[src/rtl/core/sntf_ram.sv]
module sntf_ram #(
	parameter int WIDTH = 32,
	parameter int DEPTH = 32,
	parameter int AW = (DEPTH > 1) ? $clog2(DEPTH) : 1
) (
	input  logic             clk,
	input  logic             we,
	input  logic [AW-1:0]    waddr,
	input  logic [WIDTH-1:0] wdata,
	input  logic [AW-1:0]    raddr,
	output logic [WIDTH-1:0] rdata
);

	logic [WIDTH-1:0] mem [DEPTH];

	always_ff @(posedge clk) begin
		if (we) begin
			mem[waddr] <= wdata;
		end
		rdata <= mem[raddr];
	end

endmodule

[config.mk]
export PLATFORM = sky130hd
export DESIGN_NAME = sntf_ram
export DESIGN_NICKNAME = d
export VERILOG_FILES = /design/src/rtl/core/sntf_ram.sv
export SDC_FILE = /design/constraint.sdc
export NUM_CORES = 1
export LEC_CHECK = 0
export BUFFER_PORTS_ARGS = -buffer_cell sky130_fd_sc_hd__buf_2
export CORE_AREA = 4 4 455 367
export CTS_CLUSTER_SIZE = 16
export DETAILED_ROUTE_END_ITERATION = 7
export DIE_AREA = 0 0 459 371
export GPL_ROUTABILITY_DRIVEN = 0
export SLEW_MARGIN = 15
export SYNTH_ARGS = -nofsm -noshare
export SYNTH_HDL_FRONTEND = slang
export SYNTH_SLANG_ARGS = --single-unit
[constraint.sdc]
create_clock -name clk -period 3.7 [get_ports clk]
set_input_delay 0.555 -clock clk [delete_from_list [all_inputs] [get_ports clk]]
set_output_delay 0.555 -clock clk [all_outputs]
set_load 0.02 [all_outputs]
==> results.md <==
* Outcome: finished, final reports clean
* DRC viols at 0
* Post-DP HPWL at 56500 µm
* Final Critical Period at 2.07 ns
* Final setup vio count at 0
* CTS Buf Count at between 90 and 100
* Layout cells sized above 1 at 0.144
* Syn Std Cell Area at around 40000 µm²
* Setup TNS at 0 ns
* Post-CTS setup buffer count at 0
* Die width at 459 µm
* Setup ws final at 1.63 ns
* Crit path largest cell delay at about 0.47 ns
* Critical path class: in -> reg
* First-pass GRT wire length at about 150000 µm
* Clk_skew at 0.0196 ns
* Final worst path period share at 0.559
* Global-route usage over all layers at 0.117
* Slew HR at 0.467
* Hold Path Cell Cnt at 1
* Main synth FF type: edfxtp_1
* Vias/cell at 4.52
* Worst-Margin Slew at 0.797 ns
* Register bit total from synthesis at 1056
* Dpl cell area at approximately 44000 µm²
* Place WS at 0.913 ns
* Max-slew violation count at 0
* Port bufs at 75
* Worst R2R Setup Slack at between 2 and 2.5 ns
* Max cap viols at 0
* Placeable Area at 162000 µm²
* CP top delay family: buffers and inverters
* VDD IR max at 0.320 mV
* Fraction of registers with async set/reset at 0
* WL/cell at 21.9 µm
* Path depth of the worst reg2reg path at 5
* Distinct cell type count after synthesis at 25
* Clk slew on worst S/H paths at 0.07 ns
* Synth Area per Inst at 17.9 µm²
* Sequential area share after synthesis at 0.775
* First-pass iteration count of the detailed router at 5
* CP max-delay cell: a31oi_1
* CTS H-tree lvls at 3
* Placed Cells at approximately 4400
* Final instance area at 47400 µm²
* Area of the die at 170000 µm²
* Number of global-route vias before repair at ~21000
* Cts repair resizes at 0
* Root Buffer: clkbuf_16
* NumNets Final at 2441
* Initial antenna violation count at 14
* RSZ-0062 raised after global routing: no
* Vias at 20900
* CP Cell Sequence: buf_8 > buf_12 > buf_4 > mux2i_1 > a22o_1 > nor3_1 > a31oi_1 > nand3_1
* Row Count at 132
* # fillers at 15900
* Grt total ovfl at 0
* Wirelength, routed at 101000 µm
* Clock sinks at 1056
* Static leakage power at about 16 nW
* Hold Buf Count CTS at 0
* Initial DRC count at between 1500 and 2000
* CP Capture Type: flip-flop
* Power Density at about 520 nW/µm²
* TritonCTS clock tree: done
* CP Launch Type: input pin
* Post-Layout Cell Count at 4630
* WHS at 0.362 ns
* Largest net degree at the start of global routing at 72
* Final ANT Viol Nets at 0
* Buf/Inv on CP at 3
* Most frequent cells in the layout: edfxtp_1 (1024), mux2i_1 (512), clkbuf_16 (101)
* Post-synth EDFFs at roughly 1000
* Syn_nets at ~2300
* Syn Inst Count at 2260
* Worst Hold Class: in -> reg
* Hold Fails Final Rpt at 0
* Fmax at 0.484 GHz
* Layout area overhead at 17.1%
* CP max FO at 43
* Most common cell after layout, fill and taps aside: edfxtp_1
* WP depth at 8
* Ports at 76
* CTS max path bufs at 3
* Synthesis warning total at 0
* Die height at 371 µm
* Worst Path Required at 4.23 ns
* Data arrival, critical path at 2.60 ns
* Initial Utilization at 0.250
* Worst skew pair latency at 0.68 ns
[worst register-to-register path, delay by kind of cell, from the launching register on]
| kind | cells | cell delay, ns |
|---|---|---|
| DFF | 1 | 0.37 |
| muxes | 1 | 0.15 |
| AOI/OAI and AO/OA | 2 | 0.50 |
| and+or+nand+nor | 2 | 0.31 |
[sequential cells by signal, indices dropped and copies added (netlist names)]
register / count
mem: 1024
rdata: 32
[cells in the mapped netlist, drive strengths merged (32+ instances only)]
cell type	instances	share of area
nand3	98	0.012
mux2i	512	0.13
nor3	32	0.0040
nand2	98	0.0091
a31oi	32	0.0049
a22o	64	0.014
edfxtp	1024	0.76
buf	79	0.014
a21oi	96	0.012
a22oi	96	0.018
nor2	34	0.0032
clkbuf	48	0.0046
dfxtp	32	0.016
[power by group]
part,internal (W),switching [W]
registers,0.0133,0.0000664
clock network,0.00578,0.00434
logic,0.000429,0.000883
[through the flow]
stage          utilization  power (W)
2_1_floorplan            -     0.0143
3_3_place_gp         0.273     0.0149
3_5_place_dp         0.273     0.0150
4_1_cts              0.293     0.0251
5_1_grt              0.293     0.0256
6_report             0.293     0.0248
[cell type report]
class / count / area [µm²] / share of cell area
antenna: 8 / 20.0 / 0.000422
clock buffer: 137 / 2810 / 0.0593
clock inverter: 44 / 400 / 0.00845
multi-input combinational: 1077 / 8610 / 0.182
sequential: 1056 / 31400 / 0.662
tap: 2144 / 2680 / 0.0566
timing repair buffer: 164 / 1480 / 0.0312
[layer usage]
layer | global-route usage | up-vias | share of wire
met3 | 0.0198 | 152 | 0.053
li1 | - | 9277 | -
met5 | 0 | - | 0.00027
met4 | 0.0293 | 4 | 0.022
met1 | 0.166 | 10900 | 0.46
met2 | 0.185 | 599 | 0.47
[final timing paths]
check         startpoint     endpoint
max             raddr[0]    rdata[25]
min            wdata[19]  mem[25][19]
max reg2reg   mem[1][14]    rdata[14]
min reg2reg  mem[10][18]    rdata[18]
[cells by family after synthesis]
| logic type | share of synthesized area |
|---|---|
| mux | 0.127 |
| flops | 0.775 |
| buf+inv | 0.0186 |
| simple gates | 0.0310 |
| compound gates | 0.0485 |
Note: power is estimated with default switching activity, not from simulation.
