[src/rtl/core/sntf_pkg.sv]
package sntf_pkg;

	localparam int DEF_MAX_DEGREES = 32;
	localparam logic [31:0] PERIOD_OCTAVE = 32'h8000_0000;
	localparam int RECIP12 = 171;
	localparam int RECIP12_SHIFT = 11;
	localparam int KDIV_STEPS = 7;
	localparam int PDIV_STEPS = 56;
	localparam int CNT_W = 6;

	typedef enum logic [2:0] {
		CFG_SCALE_PERIOD = 3'd0,
		CFG_DEGREE_COUNT = 3'd1,
		CFG_ROOT_NOTE    = 3'd2,
		CFG_REF_PITCH    = 3'd3,
		CFG_SNAP_TO_KEYS = 3'd4
	} cfg_idx_t;

	typedef struct packed {
		logic        func;
		logic [4:0]  entry_index;
		logic [31:0] entry_value;
		logic [6:0]  midi_note;
	} item_t;

	typedef struct packed {
		logic [31:0] frequency;
		logic        saturated;
	} result_t;

	typedef struct packed {
		logic [31:0] scale_period;
		logic [5:0]  degree_count;
		logic [6:0]  root_note;
		logic [31:0] ref_pitch;
		logic        snap_to_keys;
	} cfg_t;

	typedef enum logic [4:0] {
		S_IDLE, S_ROOT_MUL, S_ROOT_ACC, S_KDIV_INIT, S_KDIV_STEP, S_KDIV_FIX,
		S_BRANCH, S_MQ_LO, S_MQ_HI, S_MQ_ADD, S_PDIV_INIT, S_PDIV_STEP,
		S_PDIV_END, S_RATIO_RD, S_RATIO_LD, S_SNAP_INIT, S_SNAP_RD, S_SNAP_LD,
		S_SNAP_M1, S_SNAP_M2, S_SNAP_CMP, S_SNAP_SHIFT, S_OUT
	} state_t;

	typedef enum logic [4:0] {
		OP_NONE, OP_LATCH, OP_ROOT_MUL, OP_ROOT_ACC, OP_KDIV_INIT, OP_KDIV_STEP,
		OP_KDIV_FIX, OP_MQ_LO, OP_MQ_HI, OP_MQ_ADD, OP_PDIV_INIT, OP_PDIV_STEP,
		OP_PDIV_END, OP_RATIO_RD, OP_RATIO_LD, OP_SNAP_INIT, OP_SNAP_RD,
		OP_SNAP_LD, OP_SNAP_M1, OP_SNAP_M2, OP_SNAP_CMP, OP_SNAP_SHIFT, OP_EMIT
	} dp_op_t;

	typedef struct packed {
		dp_op_t op;
	} cmd_t;

	typedef struct packed {
		logic snap;
		logic loop_zero;
		logic oct_neg;
		logic sat;
		logic cand_last;
	} status_t;

	// 2^(i/12) in UQ1.31
	function automatic logic [31:0] semi_q31(input logic [3:0] i);
		logic [31:0] v;
		case (i)
			4'd0: v = 32'd2147483648;
			4'd1: v = 32'd2275179671;
			4'd2: v = 32'd2410468894;
			4'd3: v = 32'd2553802834;
			4'd4: v = 32'd2705659852;
			4'd5: v = 32'd2866546760;
			4'd6: v = 32'd3037000500;
			4'd7: v = 32'd3217589947;
			4'd8: v = 32'd3408917803;
			4'd9: v = 32'd3611622603;
			4'd10: v = 32'd3826380858;
			4'd11: v = 32'd4053909305;
			default: v = 32'd0;
		endcase
		return v;
	endfunction

endpackage

[src/rtl/core/sntf_dp.sv]
module sntf_dp import sntf_pkg::*; #(
	parameter int MAX_DEGREES = DEF_MAX_DEGREES,
	parameter int NW = $clog2(MAX_DEGREES + 1),
	parameter int AW = (MAX_DEGREES > 1) ? $clog2(MAX_DEGREES) : 1
) (
	input  logic          clk,
	input  cfg_t          cfg,
	input  logic [6:0]    midi_note,
	input  cmd_t          cmd,
	output status_t       status,
	output logic [AW-1:0] raddr,
	input  logic [31:0]   rdata,
	output result_t       result
);

	localparam logic [55:0] CLAMP = '1;

	logic [6:0]    note_q;
	logic [55:0]   acc_q;
	logic          sat_q;
	logic [63:0]   prod_q, prodh_q;
	logic [31:0]   opnd_q;
	logic [6:0]    kmag_q, kq_q;
	logic [NW-1:0] krem_q;
	logic          kneg_q;
	logic [7:0]    loop_q;
	logic          oct_neg_q;
	logic [AW-1:0] idx_q;
	logic [31:0]   prem_q;
	logic [55:0]   pdsh_q, pquot_q;
	logic [31:0]   target_q;
	logic [4:0]    sq_q;
	logic [NW-1:0] i_q;
	logic [31:0]   cand_q, big_q, small_q, best_q, bbig_q, bsm_q;
	logic          have_q;
	result_t       result_q;

	logic [NW-1:0] n;
	logic [7:0]    ru;
	logic [15:0]   rprod;
	logic [3:0]    rq, res_i;
	logic [4:0]    rsh;
	logic [8:0]    su;
	logic [17:0]   sprod;
	logic [4:0]    sq;
	logic [3:0]    ssemi;
	logic [32:0]   tgt;
	logic [31:0]   ma, mb;
	logic [63:0]   mul_p;
	logic [NW:0]   kt;
	logic          kge;
	logic [32:0]   pt;
	logic          pge;
	logic [58:0]   mq_sum;
	logic [65:0]   lsh;
	logic [31:0]   cand_c;

	always_comb begin
		if (cfg.degree_count == '0) begin
			n = NW'(1);
		end else if ({1'b0, cfg.degree_count} > 7'(MAX_DEGREES)) begin
			n = NW'(MAX_DEGREES);
		end else begin
			n = NW'(cfg.degree_count);
		end
	end

	// floor division by twelve through a reciprocal
	assign ru    = {1'b0, cfg.root_note} + 8'd3;
	assign rprod = 16'(ru) * 16'(RECIP12);
	assign rq    = 4'(rprod >> RECIP12_SHIFT);
	assign res_i = 4'(ru - 8'(rq) * 8'd12);
	assign rsh   = 5'd25 - 5'(rq);

	assign su    = 9'(note_q) + 9'd132 - 9'(cfg.root_note);
	assign sprod = 18'(su) * 18'(RECIP12);
	assign sq    = 5'(sprod >> RECIP12_SHIFT);
	assign ssemi = 4'(su - 9'(sq) * 9'd12);
	assign tgt   = ({1'b0, semi_q31(ssemi)} + 33'd1) >> 1;

	always_comb begin
		ma = '0;
		mb = '0;
		case (cmd.op)
			OP_ROOT_MUL: begin
				ma = cfg.ref_pitch;
				mb = semi_q31(res_i);
			end
			OP_MQ_LO: begin
				ma = acc_q[31:0];
				mb = opnd_q;
			end
			OP_MQ_HI: begin
				ma = {8'd0, acc_q[55:32]};
				mb = opnd_q;
			end
			OP_SNAP_M1: begin
				ma = big_q;
				mb = bsm_q;
			end
			OP_SNAP_M2: begin
				ma = bbig_q;
				mb = small_q;
			end
			default: begin
				ma = '0;
				mb = '0;
			end
		endcase
	end

	assign mul_p  = 64'(ma) * 64'(mb);
	assign kt     = {krem_q, kmag_q[6]};
	assign kge    = kt >= {1'b0, n};
	assign pt     = {prem_q, pdsh_q[55]};
	assign pge    = pt >= {1'b0, cfg.scale_period};
	assign mq_sum = {1'b0, prodh_q[55:0], 2'b00} + 59'(prod_q[63:30]);
	assign lsh    = {10'd0, acc_q} << (sq_q - 5'd11);
	assign cand_c = (i_q == n) ? cfg.scale_period : rdata;

	always_ff @(posedge clk) begin
		case (cmd.op)
			OP_LATCH: begin
				note_q <= midi_note;
			end
			OP_ROOT_MUL: begin
				prod_q <= mul_p;
			end
			OP_ROOT_ACC: begin
				acc_q <= 56'(prod_q >> rsh);
				sat_q <= 1'b0;
			end
			OP_KDIV_INIT: begin
				kneg_q <= note_q < cfg.root_note;
				kmag_q <= (note_q < cfg.root_note) ? cfg.root_note - note_q
					: note_q - cfg.root_note;
				krem_q <= '0;
				kq_q   <= '0;
			end
			OP_KDIV_STEP: begin
				krem_q <= kge ? NW'(kt - {1'b0, n}) : NW'(kt);
				kq_q   <= {kq_q[5:0], kge};
				kmag_q <= {kmag_q[5:0], 1'b0};
			end
			OP_KDIV_FIX: begin
				oct_neg_q <= kneg_q;
				opnd_q    <= cfg.scale_period;
				if (kneg_q && krem_q != '0) begin
					loop_q <= {1'b0, kq_q} + 8'd1;
					idx_q  <= AW'(n - krem_q);
				end else begin
					loop_q <= {1'b0, kq_q};
					idx_q  <= AW'(krem_q);
				end
			end
			OP_MQ_LO: begin
				prod_q <= mul_p;
			end
			OP_MQ_HI: begin
				prodh_q <= mul_p;
			end
			OP_MQ_ADD: begin
				if (sat_q || mq_sum[58:56] != '0) begin
					sat_q <= 1'b1;
					acc_q <= CLAMP;
				end else begin
					acc_q <= mq_sum[55:0];
				end
				if (loop_q != '0) begin
					loop_q <= loop_q - 8'd1;
				end
			end
			OP_PDIV_INIT: begin
				if (cfg.scale_period == '0 || {2'b00, acc_q[55:26]} >= cfg.scale_period) begin
					sat_q <= 1'b1;
					acc_q <= CLAMP;
				end
				prem_q  <= {2'b00, acc_q[55:26]};
				pdsh_q  <= {acc_q[25:0], 30'd0};
				pquot_q <= '0;
			end
			OP_PDIV_STEP: begin
				prem_q  <= pge ? 32'(pt - {1'b0, cfg.scale_period}) : 32'(pt);
				pquot_q <= {pquot_q[54:0], pge};
				pdsh_q  <= {pdsh_q[54:0], 1'b0};
			end
			OP_PDIV_END: begin
				acc_q  <= pquot_q;
				loop_q <= loop_q - 8'd1;
			end
			OP_RATIO_LD: begin
				opnd_q <= rdata;
			end
			OP_SNAP_INIT: begin
				target_q <= tgt[31:0];
				sq_q     <= sq;
				i_q      <= '0;
				have_q   <= 1'b0;
				bbig_q   <= 32'd1;
				bsm_q    <= '0;
			end
			OP_SNAP_LD: begin
				cand_q  <= cand_c;
				big_q   <= (cand_c > target_q) ? cand_c : target_q;
				small_q <= (cand_c > target_q) ? target_q : cand_c;
			end
			OP_SNAP_M1: begin
				prod_q <= mul_p;
			end
			OP_SNAP_M2: begin
				prodh_q <= mul_p;
			end
			OP_SNAP_CMP: begin
				if (cand_q != '0 && (!have_q || prod_q < prodh_q)) begin
					have_q <= 1'b1;
					best_q <= cand_q;
					bbig_q <= big_q;
					bsm_q  <= small_q;
				end
				i_q <= i_q + 1'b1;
			end
			OP_SNAP_SHIFT: begin
				opnd_q <= best_q;
				if (sq_q >= 5'd11) begin
					if (lsh[65:56] != '0) begin
						sat_q <= 1'b1;
						acc_q <= CLAMP;
					end else begin
						acc_q <= lsh[55:0];
					end
				end else begin
					acc_q <= acc_q >> (5'd11 - sq_q);
				end
			end
			OP_EMIT: begin
				if (sat_q || acc_q[55:48] != '0) begin
					result_q.frequency <= '1;
					result_q.saturated <= 1'b1;
				end else begin
					result_q.frequency <= acc_q[47:16];
					result_q.saturated <= 1'b0;
				end
			end
			default: begin
			end
		endcase
	end

	assign raddr            = (cmd.op == OP_SNAP_RD) ? AW'(i_q) : idx_q;
	assign status.snap      = cfg.snap_to_keys && (cfg.scale_period == PERIOD_OCTAVE);
	assign status.loop_zero = (loop_q == '0);
	assign status.oct_neg   = oct_neg_q;
	assign status.sat       = sat_q;
	assign status.cand_last = (i_q == n);
	assign result           = result_q;

endmodule

[config.mk]
export PLATFORM = sky130hd
export DESIGN_NAME = sntf_dp
export DESIGN_NICKNAME = d
export VERILOG_FILES = /design/src/rtl/core/sntf_pkg.sv /design/src/rtl/core/sntf_dp.sv
export SDC_FILE = /design/constraint.sdc
export NUM_CORES = 2
export LEC_CHECK = 0
export ABC_AREA = 1
export BUFFER_PORTS_ARGS = -buffer_cell sky130_fd_sc_hd__buf_2
export CAP_MARGIN = 20
export CELL_PAD_IN_SITES_DETAIL_PLACEMENT = 1
export CELL_PAD_IN_SITES_GLOBAL_PLACEMENT = 1
export CORE_MARGIN = 2
export CORE_UTILIZATION = 50
export DETAILED_ROUTE_END_ITERATION = 10
export GPL_ROUTABILITY_DRIVEN = 0
export GPL_TIMING_DRIVEN = 0
export PLACE_DENSITY = 0.84
export SLEW_MARGIN = 20
export SYNTH_ARGS = -nofsm -noshare
export SYNTH_HDL_FRONTEND = slang
export SYNTH_SLANG_ARGS = --single-unit
[constraint.sdc]
create_clock -name clk -period 25.7 [get_ports clk]
set_input_delay 1.285 -clock clk [delete_from_list [all_inputs] [get_ports clk]]
set_output_delay 1.285 -clock clk [all_outputs]
set_load 0.05 [all_outputs]
==> flow_summary.yaml <==
outcome:
  status: "finished with violations"
  violations: "design-rule violations"
cells_and_area:
  mostFrequentLayoutCell: "nand2_1"
  seq_area_mm2: 0.0193
  fillers: 21200
  layout_common_cells: "2452 x nand2_1, 1957 x inv_1, 977 x nand3_1"
  area_delta_synth_final_pct: 7.97
  final_core_util_pct: 54.2
  fin_nets: 13000
  multi_input_area_mm2: 0.0559
  postLayoutCellArea_mm2: 0.0916
  drive_gt1_share_pct: 5.41
critical_path:
  critPathLaunch: "cfg[33]"
  endpoint_kind: "register"
  critical_path.max_stage_delay_ns: 0.77
  crit_type: "in2reg"
  rr_worst_depth: 24
  worst-endpoint-arrival_ns: 17.11
  cp-endpoint: "prodh_q[35]"
  slowest_stage: "fa_1"
  r2r-start: "acc_q[54]"
  cp.required_ns: 26.12
  path_max_fanout: 11
  critPathLaunchType: "input pin"
  worst_path_most_repeated_cell: "fa_1"
  r2r-end: "prodh_q[35]"
  reg2reg_slack_ns: 14.59
timing:
  setup_violations: 0
  hold_viol: 0
  timing.hold.ws_ns: 0.451
  max_freq_mhz: 59.9
  tightestPinTransition_ns: 1.33
  drv_slew: 0
  slew_headroom_pct: 11.3
  tns_ns: 0
  finClkSkew_ns: 0.0737
  layout_min_cycle_time_ns: 16.69
  finalCritPeriodShare_pct: 64.9
  rsz0062_at_grt: "no"
die:
  fp-row-count: 151
  coreArea_mm2: 0.169
  initial_core_util_pct: 50.2
  chipHeight_um: 416
  die_x_um: 416
  ios: 166
  die_area_mm2: 0.173
synthesis:
  synth_seq_area_share_pct: 22.7
  ys_seq_elements: 642
  syn_inst: 11000
  yosys_warnings: 0
  synth-async-reset-ratio_pct: 0
  synth_edf_count: 642
  syn_area_per_cell_um2: 7.69
  synth_cell_types: 62
  synth_area_mm2: 0.0849
  syn-num-nets: 12700
  synth-main-ff-cell: "edfxtp_1"
cts:
  cts-root-buf: "clkbuf_16"
  clock_sinks: 642
  htree_num_levels: 3
  hold_buffers: 0
  clockBufferDepth: 3
  cts_tree: "built"
  post_cts_resized: 0
  clkTransAtPathRegs_ns: 0.07
  cts_setup_buffers: 0
  insertion_delay_ns: 0.75
  numCtsBuffers: 74
placed_design:
  port_buffers: 164
  dpl.hpwl_um: 334000
  placed_cell_area_mm2: 0.0891
global_routing:
  grt_max_degree: 56
  grt_pass1_vias: 91400
  grt_overflow: 0
  antenna_found_initial: 34
  grt_pass1_wl_um: 598000
  track_usage_pct: 47.3
power_and_ir_drop:
  powerDensity_mw_per_mm2: 78.8
  peakVddDrop_uv: 91.9
  p_leak_nw: 43.4
routing:
  first_pass_iters: 11
  avgViaCountPerCell: 6.45
  dr_total_vias: 87900
  wirelength_um: 416000
  drc_errors: 3
  wl_per_cell_um: 30.5
  dr.first_iter.drc_count: 12000
  ant_nets: 0
run:
  max_cap_viol_count: 0
min_path:
  min_path_type: "reg2reg"
## per-stage QoR
step | std cells | power [mW] | worst slack, ns
2_1_floorplan | 11000 | 4.23 | 13.23
3_3_place_gp | 13400 | 5.61 | 9.49
3_5_place_dp | 13500 | 5.79 | 9.09
4_1_cts | 13600 | 6.92 | 9.76
5_1_grt | 13600 | 7.46 | 8.72
6_report | 13600 | 7.22 | 9.01
## where the power goes
group | total [mW] | internal [mW] | switching (mW)
clock | 1.10 | 0.599 | 0.504
sequential | 1.54 | 1.38 | 0.154
combinational | 4.58 | 1.22 | 3.36
total | 7.22 | 3.20 | 4.02
## cell usage after synthesis, types with 61 or more instances
cell      count  area share, %
nand2_1    2454             11
xor2_1      101            1.0
fa_1        932             22
clkbuf_1    300            1.3
nand3_1     977            5.8
o211ai_1    112           0.99
o21ai_0     533            3.1
inv_1      1959            8.7
edfxtp_1    642             23
buf_2       112           0.66
ha_1        590            8.7
nor2_1      852            3.8
a21oi_1     699            4.1
o22ai_1      68           0.50
xnor2_1      71           0.73
buf_1        61           0.27
## registers in the layout, summed over array words and instances, names as in the netlist, 8 cells and up
register / cells
result: 33
small_q: 32
acc_q: 56
loop_q: 8
bsm_q: 32
best_q: 32
pquot_q: 56
prem_q: 32
prod_q: 64
prodh_q: 64
bbig_q: 32
cand_q: 32
opnd_q: 32
big_q: 32
pdsh_q: 26
target_q: 32
## cells by family after synthesis
kind of cell               Yosys count  share of synthesized area, %
AOI/OAI and AO/OA                 1607                          10.5
xor gates and xnor gates           173                          1.79
adders and majority gates         1522                          30.7
buffers and inverters             2512                          11.5
DFF                                642                          22.7
muxes                               10                         0.118
other                                1                       0.00442
and+or+nand+nor                   4569                          22.7
## layout make-up
cell class | count | share of cell area (%)
multi-input cells | 7882 | 61.0
flip-flops and latches | 642 | 21.0
inverters | 1996 | 8.18
well taps | 2218 | 3.03
plain buffers | 516 | 2.54
clock buffers | 87 | 2.12
repair buffers | 198 | 1.48
clock inverters | 46 | 0.498
diodes | 37 | 0.101
## layer usage
metal	part of all wire, %	vias up	global-route usage (%)	wire [um]
met3	15	2245	20.7	60500
met5	0.077	-	0.167	318
met4	10	38	38.1	42100
li1	-	35900	-	-
met1	34	43100	53.7	141000
met2	41	6627	69.1	172000
## how the worst min path moves through the flow
stage | endpoint | startpoint | slack (ns) | depth (start not counted)
after floorplan | oct_neg_q | kneg_q | 0.43 | 0
after global placement | best_q[29] | cand_q[29] | 0.43 | 0
after detailed placement | best_q[25] | cand_q[25] | 0.44 | 0
after CTS | best_q[27] | cand_q[27] | 0.45 | 0
after global routing | best_q[25] | cand_q[25] | 0.45 | 0
final | best_q[3] | cand_q[3] | 0.45 | 0
## worst max-delay path: cells and delay by family
| family | cells | cell delay (ns) |
|---|---|---|
| AOI/OAI and AO/OA | 4 | 0.70 |
| xor gates and xnor gates | 2 | 1.09 |
| adders and majority gates | 16 | 7.82 |
| buffers and inverters | 15 | 3.40 |
| and+or+nand+nor | 11 | 2.73 |
No activity file was read; power rests on OpenSTA's default activity.
