File: src/rtl/core/sntf_pkg.sv
package sntf_pkg;

	localparam int DEF_MAX_DEGREES = 32;
	localparam logic [31:0] PERIOD_OCTAVE = 32'h8000_0000;
	localparam int RECIP12 = 171;
	localparam int RECIP12_SHIFT = 11;
	localparam int KDIV_STEPS = 7;
	localparam int PDIV_STEPS = 56;
	localparam int CNT_W = 6;

	typedef enum logic [2:0] {
		CFG_SCALE_PERIOD = 3'd0,
		CFG_DEGREE_COUNT = 3'd1,
		CFG_ROOT_NOTE    = 3'd2,
		CFG_REF_PITCH    = 3'd3,
		CFG_SNAP_TO_KEYS = 3'd4
	} cfg_idx_t;

	typedef struct packed {
		logic        func;
		logic [4:0]  entry_index;
		logic [31:0] entry_value;
		logic [6:0]  midi_note;
	} item_t;

	typedef struct packed {
		logic [31:0] frequency;
		logic        saturated;
	} result_t;

	typedef struct packed {
		logic [31:0] scale_period;
		logic [5:0]  degree_count;
		logic [6:0]  root_note;
		logic [31:0] ref_pitch;
		logic        snap_to_keys;
	} cfg_t;

	typedef enum logic [4:0] {
		S_IDLE, S_ROOT_MUL, S_ROOT_ACC, S_KDIV_INIT, S_KDIV_STEP, S_KDIV_FIX,
		S_BRANCH, S_MQ_LO, S_MQ_HI, S_MQ_ADD, S_PDIV_INIT, S_PDIV_STEP,
		S_PDIV_END, S_RATIO_RD, S_RATIO_LD, S_SNAP_INIT, S_SNAP_RD, S_SNAP_LD,
		S_SNAP_M1, S_SNAP_M2, S_SNAP_CMP, S_SNAP_SHIFT, S_OUT
	} state_t;

	typedef enum logic [4:0] {
		OP_NONE, OP_LATCH, OP_ROOT_MUL, OP_ROOT_ACC, OP_KDIV_INIT, OP_KDIV_STEP,
		OP_KDIV_FIX, OP_MQ_LO, OP_MQ_HI, OP_MQ_ADD, OP_PDIV_INIT, OP_PDIV_STEP,
		OP_PDIV_END, OP_RATIO_RD, OP_RATIO_LD, OP_SNAP_INIT, OP_SNAP_RD,
		OP_SNAP_LD, OP_SNAP_M1, OP_SNAP_M2, OP_SNAP_CMP, OP_SNAP_SHIFT, OP_EMIT
	} dp_op_t;

	typedef struct packed {
		dp_op_t op;
	} cmd_t;

	typedef struct packed {
		logic snap;
		logic loop_zero;
		logic oct_neg;
		logic sat;
		logic cand_last;
	} status_t;

	// 2^(i/12) in UQ1.31
	function automatic logic [31:0] semi_q31(input logic [3:0] i);
		logic [31:0] v;
		case (i)
			4'd0: v = 32'd2147483648;
			4'd1: v = 32'd2275179671;
			4'd2: v = 32'd2410468894;
			4'd3: v = 32'd2553802834;
			4'd4: v = 32'd2705659852;
			4'd5: v = 32'd2866546760;
			4'd6: v = 32'd3037000500;
			4'd7: v = 32'd3217589947;
			4'd8: v = 32'd3408917803;
			4'd9: v = 32'd3611622603;
			4'd10: v = 32'd3826380858;
			4'd11: v = 32'd4053909305;
			default: v = 32'd0;
		endcase
		return v;
	endfunction

endpackage

File: src/rtl/core/sntf_ctrl.sv
module sntf_ctrl import sntf_pkg::*; (
	input  logic    clk,
	input  logic    arst_n,
	input  logic    start,
	input  logic    func,
	input  status_t status,
	output cmd_t    cmd,
	output logic    busy,
	output logic    done
);

	state_t state_q, state_d;
	logic [CNT_W-1:0] cnt_q, cnt_d;
	logic final_q, final_d;
	logic done_q;

	always_ff @(posedge clk or negedge arst_n) begin
		if (!arst_n) begin
			state_q <= S_IDLE;
			cnt_q   <= '0;
			final_q <= 1'b0;
			done_q  <= 1'b0;
		end else begin
			state_q <= state_d;
			cnt_q   <= cnt_d;
			final_q <= final_d;
			done_q  <= (state_q == S_OUT);
		end
	end

	always_comb begin
		state_d = state_q;
		cnt_d   = cnt_q;
		final_d = final_q;
		cmd.op  = OP_NONE;
		case (state_q)
			S_IDLE: begin
				if (start && func) begin
					cmd.op  = OP_LATCH;
					final_d = 1'b0;
					state_d = S_ROOT_MUL;
				end
			end
			S_ROOT_MUL: begin
				cmd.op  = OP_ROOT_MUL;
				state_d = S_ROOT_ACC;
			end
			S_ROOT_ACC: begin
				cmd.op  = OP_ROOT_ACC;
				state_d = status.snap ? S_SNAP_INIT : S_KDIV_INIT;
			end
			S_KDIV_INIT: begin
				cmd.op  = OP_KDIV_INIT;
				cnt_d   = CNT_W'(KDIV_STEPS - 1);
				state_d = S_KDIV_STEP;
			end
			S_KDIV_STEP: begin
				cmd.op = OP_KDIV_STEP;
				if (cnt_q == '0) begin
					state_d = S_KDIV_FIX;
				end else begin
					cnt_d = cnt_q - 1'b1;
				end
			end
			S_KDIV_FIX: begin
				cmd.op  = OP_KDIV_FIX;
				state_d = S_BRANCH;
			end
			S_BRANCH: begin
				if (status.sat) begin
					state_d = S_OUT;
				end else if (status.loop_zero) begin
					state_d = S_RATIO_RD;
				end else if (status.oct_neg) begin
					state_d = S_PDIV_INIT;
				end else begin
					state_d = S_MQ_LO;
				end
			end
			S_MQ_LO: begin
				cmd.op  = OP_MQ_LO;
				state_d = S_MQ_HI;
			end
			S_MQ_HI: begin
				cmd.op  = OP_MQ_HI;
				state_d = S_MQ_ADD;
			end
			S_MQ_ADD: begin
				cmd.op  = OP_MQ_ADD;
				state_d = final_q ? S_OUT : S_BRANCH;
			end
			S_PDIV_INIT: begin
				cmd.op  = OP_PDIV_INIT;
				cnt_d   = CNT_W'(PDIV_STEPS - 1);
				state_d = S_PDIV_STEP;
			end
			S_PDIV_STEP: begin
				cmd.op = OP_PDIV_STEP;
				if (status.sat) begin
					state_d = S_OUT;
				end else if (cnt_q == '0) begin
					state_d = S_PDIV_END;
				end else begin
					cnt_d = cnt_q - 1'b1;
				end
			end
			S_PDIV_END: begin
				cmd.op  = OP_PDIV_END;
				state_d = S_BRANCH;
			end
			S_RATIO_RD: begin
				cmd.op  = OP_RATIO_RD;
				state_d = S_RATIO_LD;
			end
			S_RATIO_LD: begin
				cmd.op  = OP_RATIO_LD;
				final_d = 1'b1;
				state_d = S_MQ_LO;
			end
			S_SNAP_INIT: begin
				cmd.op  = OP_SNAP_INIT;
				state_d = S_SNAP_RD;
			end
			S_SNAP_RD: begin
				cmd.op  = OP_SNAP_RD;
				state_d = S_SNAP_LD;
			end
			S_SNAP_LD: begin
				cmd.op  = OP_SNAP_LD;
				state_d = S_SNAP_M1;
			end
			S_SNAP_M1: begin
				cmd.op  = OP_SNAP_M1;
				state_d = S_SNAP_M2;
			end
			S_SNAP_M2: begin
				cmd.op  = OP_SNAP_M2;
				state_d = S_SNAP_CMP;
			end
			S_SNAP_CMP: begin
				cmd.op  = OP_SNAP_CMP;
				state_d = status.cand_last ? S_SNAP_SHIFT : S_SNAP_RD;
			end
			S_SNAP_SHIFT: begin
				cmd.op  = OP_SNAP_SHIFT;
				final_d = 1'b1;
				state_d = S_MQ_LO;
			end
			S_OUT: begin
				cmd.op  = OP_EMIT;
				state_d = S_IDLE;
			end
			default: begin
				state_d = S_IDLE;
			end
		endcase
	end

	assign busy = (state_q != S_IDLE);
	assign done = done_q;

endmodule

File: config.mk
export PLATFORM = sky130hd
export DESIGN_NAME = sntf_ctrl
export DESIGN_NICKNAME = d
export VERILOG_FILES = /design/src/rtl/core/sntf_pkg.sv /design/src/rtl/core/sntf_ctrl.sv
export SDC_FILE = /design/constraint.sdc
export NUM_CORES = 1
export LEC_CHECK = 0
export BUFFER_PORTS_ARGS = -buffer_cell sky130_fd_sc_hd__buf_2
export CORE_MARGIN = 2
export CORE_UTILIZATION = 42
export DETAILED_ROUTE_END_ITERATION = 10
export MAX_ROUTING_LAYER = met4
export SETUP_SLACK_MARGIN = 0.2
export SYNTH_ARGS = -nofsm -noshare
export SYNTH_HDL_FRONTEND = slang
export SYNTH_SLANG_ARGS = --single-unit
File: constraint.sdc
create_clock -name clk -period 2.05 [get_ports clk]
set_clock_uncertainty 0.15 [all_clocks]
set_input_delay 0.41 -clock clk [delete_from_list [all_inputs] [get_ports clk]]
set_output_delay 0.41 -clock clk [all_outputs]
set_load 0.05 [all_outputs]
==> results of run 1 <==
cell families (layout without fill, tap and decap cells):
logic type      Yosys count  count (layout)  synth area share [%]
xor+xnor                  1               1                 0.693
flops                    13              13                  25.7
fa+ha+maj                 2               2                  1.98
mux                       3               3                  3.26
buf+inv                  24              75                  7.91
compound gates           60              60                  35.1
simple gates             52              52                  25.3
worst min-delay path by stage:
stage,endpoint,start,slack [ns],depth (start not counted)
4_1_cts,state_q[3],status[3],0.28,3
6_report,state_q[3],status[2],0.30,3
5_1_grt,state_q[3],status[3],0.28,3
3_3_place_gp,cnt_q[3],arst_n,0.16,1
2_1_floorplan,cnt_q[0],arst_n,-0.04,0
3_5_place_dp,cnt_q[3],arst_n,0.17,1
layout make-up:
cell class | instances | area, um2
fillers | 199 | 734
clock buffers | 4 | 26.3
repair buffers | 61 | 549
flip-flops and latches | 13 | 329
multi-input cells | 118 | 1080
inverters | 10 | 47.5
well taps | 31 | 38.8
repair_timing:
action | 4_1_cts | 5_1_grt
endpoints found under the hold margin | 13 | 0
hold buffers | 1 | 0
gates cloned | 0 | 0
endpoints found under the setup margin | 14 | 17
resized for setup | 52 | 27
pin swaps | 20 | 10
setup buffers | 18 | 4
placed cells by master, fill, tap and decap left out, types with 3 or more instances in the layout:
master,n
a22o_1,3
nand2_1,4
dfrtp_1,10
or2_4,3
nand4b_1,4
clkbuf_4,3
nor3_1,6
nand3_1,4
a21oi_1,7
nor4_4,3
nor2_1,3
buf_2,9
dfrtp_2,3
mux2_4,3
nand2b_1,5
o21ai_0,11
inv_1,7
buf_4,27
a21oi_2,3
buf_6,21
a22oi_2,3
a21o_1,4
sequential cells by signal, indices dropped and copies added (netlist names):
register,count
final_q,1
state_q,5
cnt_q,6
done,1
power groups by stage:
stage | Clock [mW] | Sequential, mW | Combinational, mW
2_1_floorplan | 0 | 0.420 | 1.80
3_5_place_dp | 0 | 0.444 | 2.28
3_3_place_gp | 0 | 0.440 | 2.25
6_report | 0.158 | 0.463 | 3.25
5_1_grt | 0.176 | 0.476 | 3.44
4_1_cts | 0.162 | 0.452 | 2.90
through the flow:
stage               instance area, um2  std cells  power [mW]
finish                            2070        237        3.87
global placement                  1570        210        2.69
global route                      2070        237        4.09
floorplan                         1400        155        2.22
CTS                               1910        233        3.52
detailed placement                1570        210        2.73
routing by layer:
metal	vias up	track usage (%)	share of wire (%)	wire [um]
li1	704	-	-	-
met1	733	30.7	40	1770
met2	60	46.5	51	2270
met3	18	3.74	5.3	236
met4	0	9.42	3.1	137
met5	-	-	0	0
synth_stat cells, drive strengths merged, types with 5 or more instances:
| cell type | instances | share of area [%] |
|---|---|---|
| a21oi | 11 | 5.2 |
| clkbuf | 10 | 3.0 |
| dfrtp | 13 | 26 |
| inv | 9 | 2.7 |
| nand2 | 7 | 2.1 |
| nand2b | 7 | 3.5 |
| nand3 | 5 | 2.0 |
| nor3 | 6 | 2.4 |
| o21ai | 14 | 5.5 |
worst reg2reg max path: cells and delay by family, from the launching register on:
family | cells | cell delay [ns]
and+or+nand+nor | 1 | 0.51
AOI/OAI and AO/OA | 3 | 0.51
buffers and inverters | 3 | 0.45
DFF | 1 | 0.41
==> out/qor.txt, run 1 <==
Setup WS pre-CTS -> -0.00440 ns
WP data required -> 1.49 ns
H-tree levels -> 1
Kind of critical path -> flop to output pin
Die area -> 0.00347 mm2
Number of warnings issued by yosys -> 0
Crit path capture type -> output pin
Synth Net Count -> 166
Antenna violations before repair -> 0
ANT nets after route -> 0
FF-to-FF setup slack -> -0.07 ns
# setup viols final -> 6
Layout cells sized above 1 -> 52.9%
Worst setup path end -> cmd[0]
Sum Neg Setup Slack -> -0.353 ns
Pleak -> 0.854 nW
EDFF count, synth -> 0
Fin. max-slew vios -> 0
First-pass GRT wire length -> 6.91 mm
CTS Sinks -> 13
Largest net degree at the start of global routing -> 17
Root Driver -> clkbuf_4
CP max stage cell -> dfrtp_1
Final hold vios -> 0
Reg2reg end -> cnt_q[5]
Worst r2r src -> state_q[0]
Fin util -> 73.8%
Final min period -> 2.16 ns
Die Span Y -> 58.9 um
Fmax achieved -> 464 MHz
CP startpoint kind -> flop
CTS tree -> built
Stages on worst setup path -> 6
Clk pwr share -> 4.1%
# diodes -> 0
Area grow syn2layout -> 63.7%
Post-DP HPWL -> 2.84 mm
Netlist area before placement -> 0.00126 mm2
Clk buf depth -> 2
Crit-path cells -> buf_6 > a21oi_1 > o21ai_0 > a31oi_2 > o21ai_4 > buf_6
Most common cell on crit path -> buf_6
Sequential power share -> 12.0%
Vias per Instance -> 6.39
Critical path's top delay family -> compound AO/OA/AOI/OAI gates
Core area -> 0.00281 mm2
Int Power -> 1.98 mW
Logic pwr share -> 84.0%
All-Layer GR Usage -> 26.5%
Synth cell types -> 52
Fraction of synthesis flops using an asynchronous set or reset pin -> 100%
Port Buf Inserts -> 15
Starting density of the core -> 45.1%
FP Rows -> 19
Clock transition at path regs -> 0.08 ns
CTS Buf Count -> 3
GRT overflow -> 0
VDD IR max -> 0.000887 V
Slowest Stage Delay on Critical Path -> 0.42 ns
Sequential share of the synthesized area -> 25.7%
Avg Cell Area, Syn -> 8.16 um2
Routed len/inst -> 18.6 um
Reg2Reg Depth -> 7
Period utilisation layout -> 105%
Max cap viols -> 0
GP Congestion -> 0.861
DR iter-0 viols -> 99
WHS -> 0.295 ns
Vias in the first global route -> 1482
Critical path startpoint -> state_q[2]
Max Fanout on Critical Path -> 9
Routed vias -> 1515
#FFs+latches synth -> 13
Arrival @ worst endpoint -> 1.60 ns
Clk_lat worst skew -> 0.27 ns
RSZ-0062 raised after global routing -> yes
Sw frac -> 48.8%
Hold Path Class -> input pin to flop
Die Wd -> 58.9 um
Residual DRC -> 1
# IOs -> 16
Routed WL -> 4.41 mm
Final net count -> 218
Rel. slew slack -> 78.1%
Worst Max-Slew Pin Slew -> 0.325 ns
Pre-antenna DRT Iters -> 7
Pwr Density -> 1870 mW/mm2
Fin worst setup slack -> -0.107 ns
Main synth FF type -> dfrtp_1
Status -> finished with violations
Switching pwr -> 1.89 mW
Worst path buffer plus inverter count -> 2
Mapped Cells -> 155
Violated checks -> design-rule violations, negative setup slack
(Power assumes the default switching activity.)
==> inputs of run 2 (changes only) <==
ABC_AREA = 1   (was default)
==> run 2 against run 1 <==
  * The flow finishes with violations (negative setup slack)
  * Total power down 21%
  * First-iteration DRC count fell by 41%
  * Non-clock buffer count down 12
  * Clock power rose by 9%
  * Final cell count up 12%
  * Synthesized cell count increased by 17%
  * Clock-buffer cell count unchanged
  * Worst setup slack got worse by 0.060 ns
  * Combinational power is 27% lower
  * Global-route usage shrank 0.059 points
  * Worst hold slack worse by 0.026 ns
  * Via count shrank 4.9%
  * Critical endpoint unchanged
  * Largest cell class unchanged
  * Largest power group unchanged
==> out/qor.txt, run 2 <==
Biggest register -> cnt_q
Fin. max-slew vios -> 0 (unchanged)
Period utilisation layout -> 108% (+2.9 points)
Synth Net Count -> 193 (+16%)
Netlist area before placement -> 0.00116 mm2 (-7.9%)
Fin util -> 67.1% (-6.7 points)
Mapped Cells -> 182 (+17%)
Routed vias -> 1441 (-4.9%)
FF-to-FF setup slack -> 0.07 ns (+0.14 ns)
Largest net degree at the start of global routing -> 14 (-3)
Worst r2r src -> state_q[3]
Worst min-delay path endpoint -> state_q[3]
Top flop regs -> cnt_q: 6 flops, state_q: 5 flops
VDD IR max -> 0.00123 V (+38%)
Antenna violations before repair -> 0 (unchanged)
Fin worst setup slack -> -0.167 ns (-0.0602 ns)
Multi-input gate area -> 903 um2 (-16%)
Cell taking the most area after synthesis -> dfrtp_1
Reg2Reg Depth -> 12 (+5)
Vias per Instance -> 5.42 (-15%)
Arrival @ worst endpoint -> 1.66 ns (+0.06 ns)
Number of flip-flops in the largest register -> 6 (unchanged)
WHS -> 0.269 ns (-0.0260 ns)
Pwr Density -> 1690 mW/mm2 (-9.7%)
FF/Latch Area -> 330 um2 (+0.38%)
Post-synth top area share -> 27.9% (+2.2 points)
H-tree levels -> 1 (unchanged)
Die Span Y -> 56.7 um (-3.8%)
Max Fanout on Critical Path -> 4 (-5)
Count leader, synth -> nand2_1
Number of fill cells -> 235 (+18%)
GP Congestion -> 0.963 (+12%)
Routed WL -> 4.19 mm (-5.1%)
#FFs+latches synth -> 13 (unchanged)
First-pass GRT wire length -> 6.30 mm (-8.8%)
# IOs -> 16 (unchanged)
# setup viols final -> 3 (-3)
Final min period -> 2.22 ns (+0.0602 ns)
Area grow syn2layout -> 54.7%
Avg Cell Area, Syn -> 6.40 um2 (-22%)
Most frequent cells in the layout -> 44 x nand2_1, 25 x buf_4, 15 x nor2_1
Vias in the first global route -> 1385 (-6.5%)
Die area -> 0.00321 mm2 (-7.4%)
CTS tree -> built
FP Rows -> 19 (unchanged)
Hold Crit Depth -> 3 (unchanged)
Worst Max-Slew Pin Slew -> 0.347 ns (+0.0214 ns)
Synth cell count leaders -> 54 x nand2_1, 25 x nor2_1, 17 x inv_1
Post-DP HPWL -> 2.96 mm (+4.2%)
EDFF count, synth -> 0 (unchanged)
Main synth FF type -> dfrtp_1
Hold Path Class -> input pin to flop
Pleak -> 0.962 nW (+13%)
HP Start -> status[4]
DR iter-0 viols -> 58 (-41%)
Die Wd -> 56.7 um (-3.8%)
Largest cells by area after synthesis -> dfrtp_1 28%, nand2_1 17%, nor2_1 8.1%
Crit path capture type -> output pin
Reg2reg end -> state_q[4]
Layout cells sized above 1 -> 48.1% (-4.8 points)
CP startpoint kind -> flop
Routed len/inst -> 15.7 um (-15%)
GRT overflow -> 0 (unchanged)
Port Buf Inserts -> 15 (unchanged)
Clk_lat worst skew -> 0.28 ns (about the same)
ANT nets after route -> 0 (unchanged)
Synth cell types -> 29 (-44%)
RSZ-0062 raised after global routing -> yes
All-Layer GR Usage -> 26.5% (-0.059 points)
Rel. slew slack -> 76.9% (-1.2 points)
Fmax achieved -> 451 MHz (-2.7%)
Clock transition at path regs -> 0.10 ns (+0.02 ns)
Pre-antenna DRT Iters -> 4 (-3)
Core area -> 0.00269 mm2 (-4.2%)
CTS Buf Count -> 3 (unchanged)
Status -> finished with violations
Kind of critical path -> flop to output pin
# diodes -> 0 (unchanged)
Max cap viols -> 0 (unchanged)
Residual DRC -> 0 (-1)
Starting density of the core -> 43.4% (-1.7 points)
Sum Neg Setup Slack -> -0.398 ns (-0.0443 ns)
Number of warnings issued by yosys -> 0 (unchanged)
Violated checks -> negative setup slack
CTS Sinks -> 13 (unchanged)
WP data required -> 1.49 ns (about the same)
Sequential share of the synthesized area -> 27.9% (+2.2 points)
Root Driver -> clkbuf_4
Final net count -> 247 (+13%)
Final hold vios -> 0 (unchanged)
Commonest non-fill, non-tap cell in the layout -> nand2_1
Clk buf depth -> 2 (unchanged)
Fraction of synthesis flops using an asynchronous set or reset pin -> 100% (unchanged)
run 2: cell types whose count changed in the layout (fill, tap and decap cells not counted), sizes merged, moves of 7 or more:
cell | previous run | this run
buf | 60 | 48
inv | 10 | 24
nand2 | 7 | 60
nand2b | 7 | 0
nand3 | 5 | 16
nand4 | 0 | 7
nor2 | 4 | 28
run 2: worst max-delay path by stage:
| stage | startpoint | end | slack (ns) | cells past startpoint |
|---|---|---|---|---|
| after floorplan | state_q[3] | cmd[1] | 0.02 | 6 |
| after global placement | state_q[4] | cmd[1] | 0.08 | 7 |
| after detailed placement | state_q[0] | cmd[2] | 0.02 | 7 |
| after CTS | state_q[3] | cmd[1] | -0.10 | 8 |
| after global routing | state_q[0] | cmd[0] | -0.24 | 8 |
| final | state_q[3] | cmd[0] | -0.17 | 6 |
run 2: worst max-delay path, cell delays in order (launching register included):
cell and delay [ns]:
dfrtp_2 0.47, buf_6 0.13, nor2_4 0.11, buf_4 0.14, nand4_1 0.17, nand4_1 0.17
buf_6 0.18
run 2: final cells by class:
type	instances	area share, %
clock buffer	4	1.46
tap	31	2.15
timing repair buffer	49	22.2
inverter	24	5.69
multi-input combinational	145	50.1
sequential	13	18.3
run 2: stage by stage:
step	instances	setup slack (ns)	total power, mW	cell area (um2)
2_1_floorplan	182	0.0173	1.81	1210
3_3_place_gp	240	0.0820	2.25	1410
3_5_place_dp	240	0.0160	2.27	1410
4_1_cts	262	-0.104	2.83	1700
5_1_grt	266	-0.240	3.25	1800
6_report	266	-0.167	3.04	1800
run 2: cells by family after synthesis:
kind of cell,share of synthesized area (%)
AOI/OAI and AO/OA,12.8
xor gates and xnor gates,1.50
adders and majority gates,2.15
buffers and inverters,8.92
DFF,27.9
and+or+nand+nor,46.7
run 2: what timing repair did:
item / 4_1_cts / 5_1_grt
endpoints found under the hold margin: 13 / 0
gates resized for setup: 38 / 25
hold buffers: 1 / 0
cloned: 0 / 1
pin swaps: 10 / 8
setup endpoints to repair: 6 / 14
setup buffers: 17 / 3
run 2: metal layers:
| metal | vias to the layer above | global-route usage (%) | share of wire [%] |
|---|---|---|---|
| met5 | - | - | 0 |
| met4 | 0 | 11.6 | 3.3 |
| met3 | 16 | 3.69 | 4.1 |
| met2 | 45 | 46.2 | 53 |
| met1 | 676 | 30.0 | 40 |
| li1 | 704 | - | - |
run 2: power by group:
group	total [mW]	internal, mW	switching, mW
Sequential	0.504	0.366	0.138
Combinational	2.36	0.926	1.44
Clock	0.172	0.0754	0.0965
==> inputs of run 3 (changes only) <==
ABC_CLOCK_PERIOD_IN_PS = 2050   (was default)
CORE_ASPECT_RATIO = 1.2   (was default)
==> run 3 against run 2 <==
  * Highest routed layer unchanged
  * Non-clock buffer count fell by 6
  * The run still ends with negative setup slack left
  * Worst setup slack gained 0.010 ns
  * Design area fell by 3.8%
  * Largest cell class unchanged
  * Total power up 2.5%
==> out/qor.txt, run 3 (synthesis results as in run 2) <==
Pre-antenna DRT Iters -> 4 (unchanged)
Worst r2r src -> state_q[2]
All-Layer GR Usage -> 27.9% (+1.4 points)
Reg2Reg Depth -> 9 (-3)
Fin. max-slew vios -> 0 (unchanged)
Top flop regs -> cnt_q: 6 flops, state_q: 5 flops
Met1 Usage GRT -> 30.1% (+0.12 points)
Final hold vios -> 0 (unchanged)
GP Congestion -> 0.999 (+3.8%)
Fin worst setup slack -> -0.157 ns (+0.00996 ns)
Kind of critical path -> flop to output pin
Hold Path Class -> input pin to flop
First-pass GRT wire length -> 6.22 mm (-1.2%)
Vias per Instance -> 5.50 (+1.5%)
Die area -> 0.00321 mm2 (about the same)
Worst setup path end -> cmd[0]
Routed vias -> 1435 (-0.42%)
Layout cells sized above 1 -> 45.2% (-2.9 points)
Number of flip-flops in the largest register -> 6 (unchanged)
Fin util -> 67.3% (+0.21 points)
Most frequent cells in the layout -> 44 x nand2_1, 26 x buf_4, 17 x nor2_1
Root Driver -> clkbuf_4
Rel. slew slack -> 78.1% (+1.2 points)
# diodes -> 0 (unchanged)
DR iter-0 viols -> 59 (+1.7%)
Final net count -> 240 (-2.8%)
Routed len/inst -> 15.3 um (-2.9%)
Largest net degree at the start of global routing -> 14 (unchanged)
Port Buf Inserts -> 15 (unchanged)
VDD IR max -> 0.00114 V (-7.5%)
Clk_lat worst skew -> 0.29 ns (about the same)
CTS tree -> built
# IOs -> 16 (unchanged)
Max Fanout on Critical Path -> 6 (+2)
Residual DRC -> 0 (unchanged)
Biggest register -> cnt_q
ANT nets after route -> 0 (unchanged)
CTS Buf Count -> 3 (unchanged)
Area grow syn2layout -> 48.9%
Period utilisation layout -> 108% (-0.49 points)
# setup viols final -> 3 (unchanged)
FP Rows -> 20 (+1)
Violated checks -> negative setup slack
Post-DP HPWL -> 2.82 mm (-4.6%)
GRT overflow -> 0 (unchanged)
Fmax achieved -> 453 MHz (+0.45%)
Critical path startpoint -> state_q[2]
CTS Sinks -> 13 (unchanged)
Clk buf depth -> 2 (unchanged)
Placed instance area -> 0.00140 mm2 (-0.89%)
WHS -> 0.260 ns (-0.00919 ns)
RSZ-0062 raised after global routing -> yes
Starting density of the core -> 45.2% (+1.8 points)
Die Span Y -> 61.7 um (+8.9%)
WP data required -> 1.49 ns (about the same)
Status -> finished with violations
Die Wd -> 52.1 um (-8.1%)
Reg2reg end -> cnt_q[4]
H-tree levels -> 1 (unchanged)
Grt met2 use -> 48.6% (+2.5 points)
Vias in the first global route -> 1354 (-2.2%)
Fin area -> 0.00173 mm2 (-3.8%)
Crit path capture type -> output pin
Arrival @ worst endpoint -> 1.65 ns (about the same)
Commonest non-fill, non-tap cell in the layout -> nand2_1
Pleak -> 0.936 nW (-2.7%)
GR peak layer -> met2
Routed WL -> 3.99 mm (-4.7%)
Worst Max-Slew Pin Slew -> 0.328 ns (-0.0187 ns)
Pwr Density -> 1800 mW/mm2 (+6.5%)
Clock transition at path regs -> 0.08 ns (-0.02 ns)
CP startpoint kind -> flop
Final min period -> 2.21 ns (-0.00996 ns)
Core area -> 0.00258 mm2 (-4.1%)
Max cap viols -> 0 (unchanged)
FF-to-FF setup slack -> 0.26 ns (+0.19 ns)
Met3 Use GR -> 2.39% (-1.3 points)
Antenna violations before repair -> 0 (unchanged)
-- run 3: cell types whose count changed in the layout (fill, tap and decap cells not counted), moves of 2 or more --
cell     before  now
nor2_2        7    4
nor3_4        0    2
buf_8         0    2
nand2_2      12   10
nand2_4       3    5
nor2_1       15   17
buf_6        14    4
-- run 3: worst max-delay path, stage by stage, from the launching register on --
cell	delay, ns
dfrtp_2	0.50
nor2_4	0.20
buf_4	0.16
nand4_1	0.18
nand4_1	0.15
buf_6	0.17
-- run 3: per-layer routing --
layer	routed length, um	share of wire [%]
met3	166	4.2
met1	1530	38
met5	0	0
met4	182	4.6
met2	2110	53
-- run 3: what timing repair did --
item	CTS	global route
setup endpoints to repair	5	12
setup buffers	7	9
pin swaps	8	6
hold buffers	1	0
resized for setup	35	18
cloned	0	0
hold endpoints to repair	13	0
-- run 3: metrics by stage --
step,TNS (ns),worst slack (ns),instances,total power [mW]
floorplan,0,0.0173,182,1.81
global placement,0,0.0952,240,2.26
detailed placement,0,0.0397,240,2.26
CTS,-0.297,-0.0983,252,2.76
global route,-0.627,-0.204,261,3.32
finish,-0.419,-0.157,261,3.12
-- run 3: area by class of cell --
| class | count | area, um2 |
|---|---|---|
| sequential | 13 | 330 |
| clock buffer | 4 | 26.3 |
| inverter | 24 | 100 |
| fill | 197 | 843 |
| tap | 33 | 41.3 |
| multi-input combinational | 144 | 891 |
| timing repair buffer | 43 | 345 |
-- run 3: where the power goes --
part,internal (mW),total (mW),leakage (nW),switching (mW)
registers,0.366,0.502,0.162,0.136
logic,0.985,2.45,0.759,1.46
clock network,0.0757,0.167,0.0150,0.0909
-- run 3: worst min-delay path by stage --
stage                    from         end  slack (ns)  cells after the start
finish              status[3]  state_q[3]        0.26                      3
floorplan              arst_n    cnt_q[0]       -0.04                      0
global route        status[4]  state_q[3]        0.28                      3
global placement       arst_n    cnt_q[2]        0.17                      1
CTS                 status[3]  state_q[3]        0.25                      3
detailed placement     arst_n    cnt_q[2]        0.17                      1
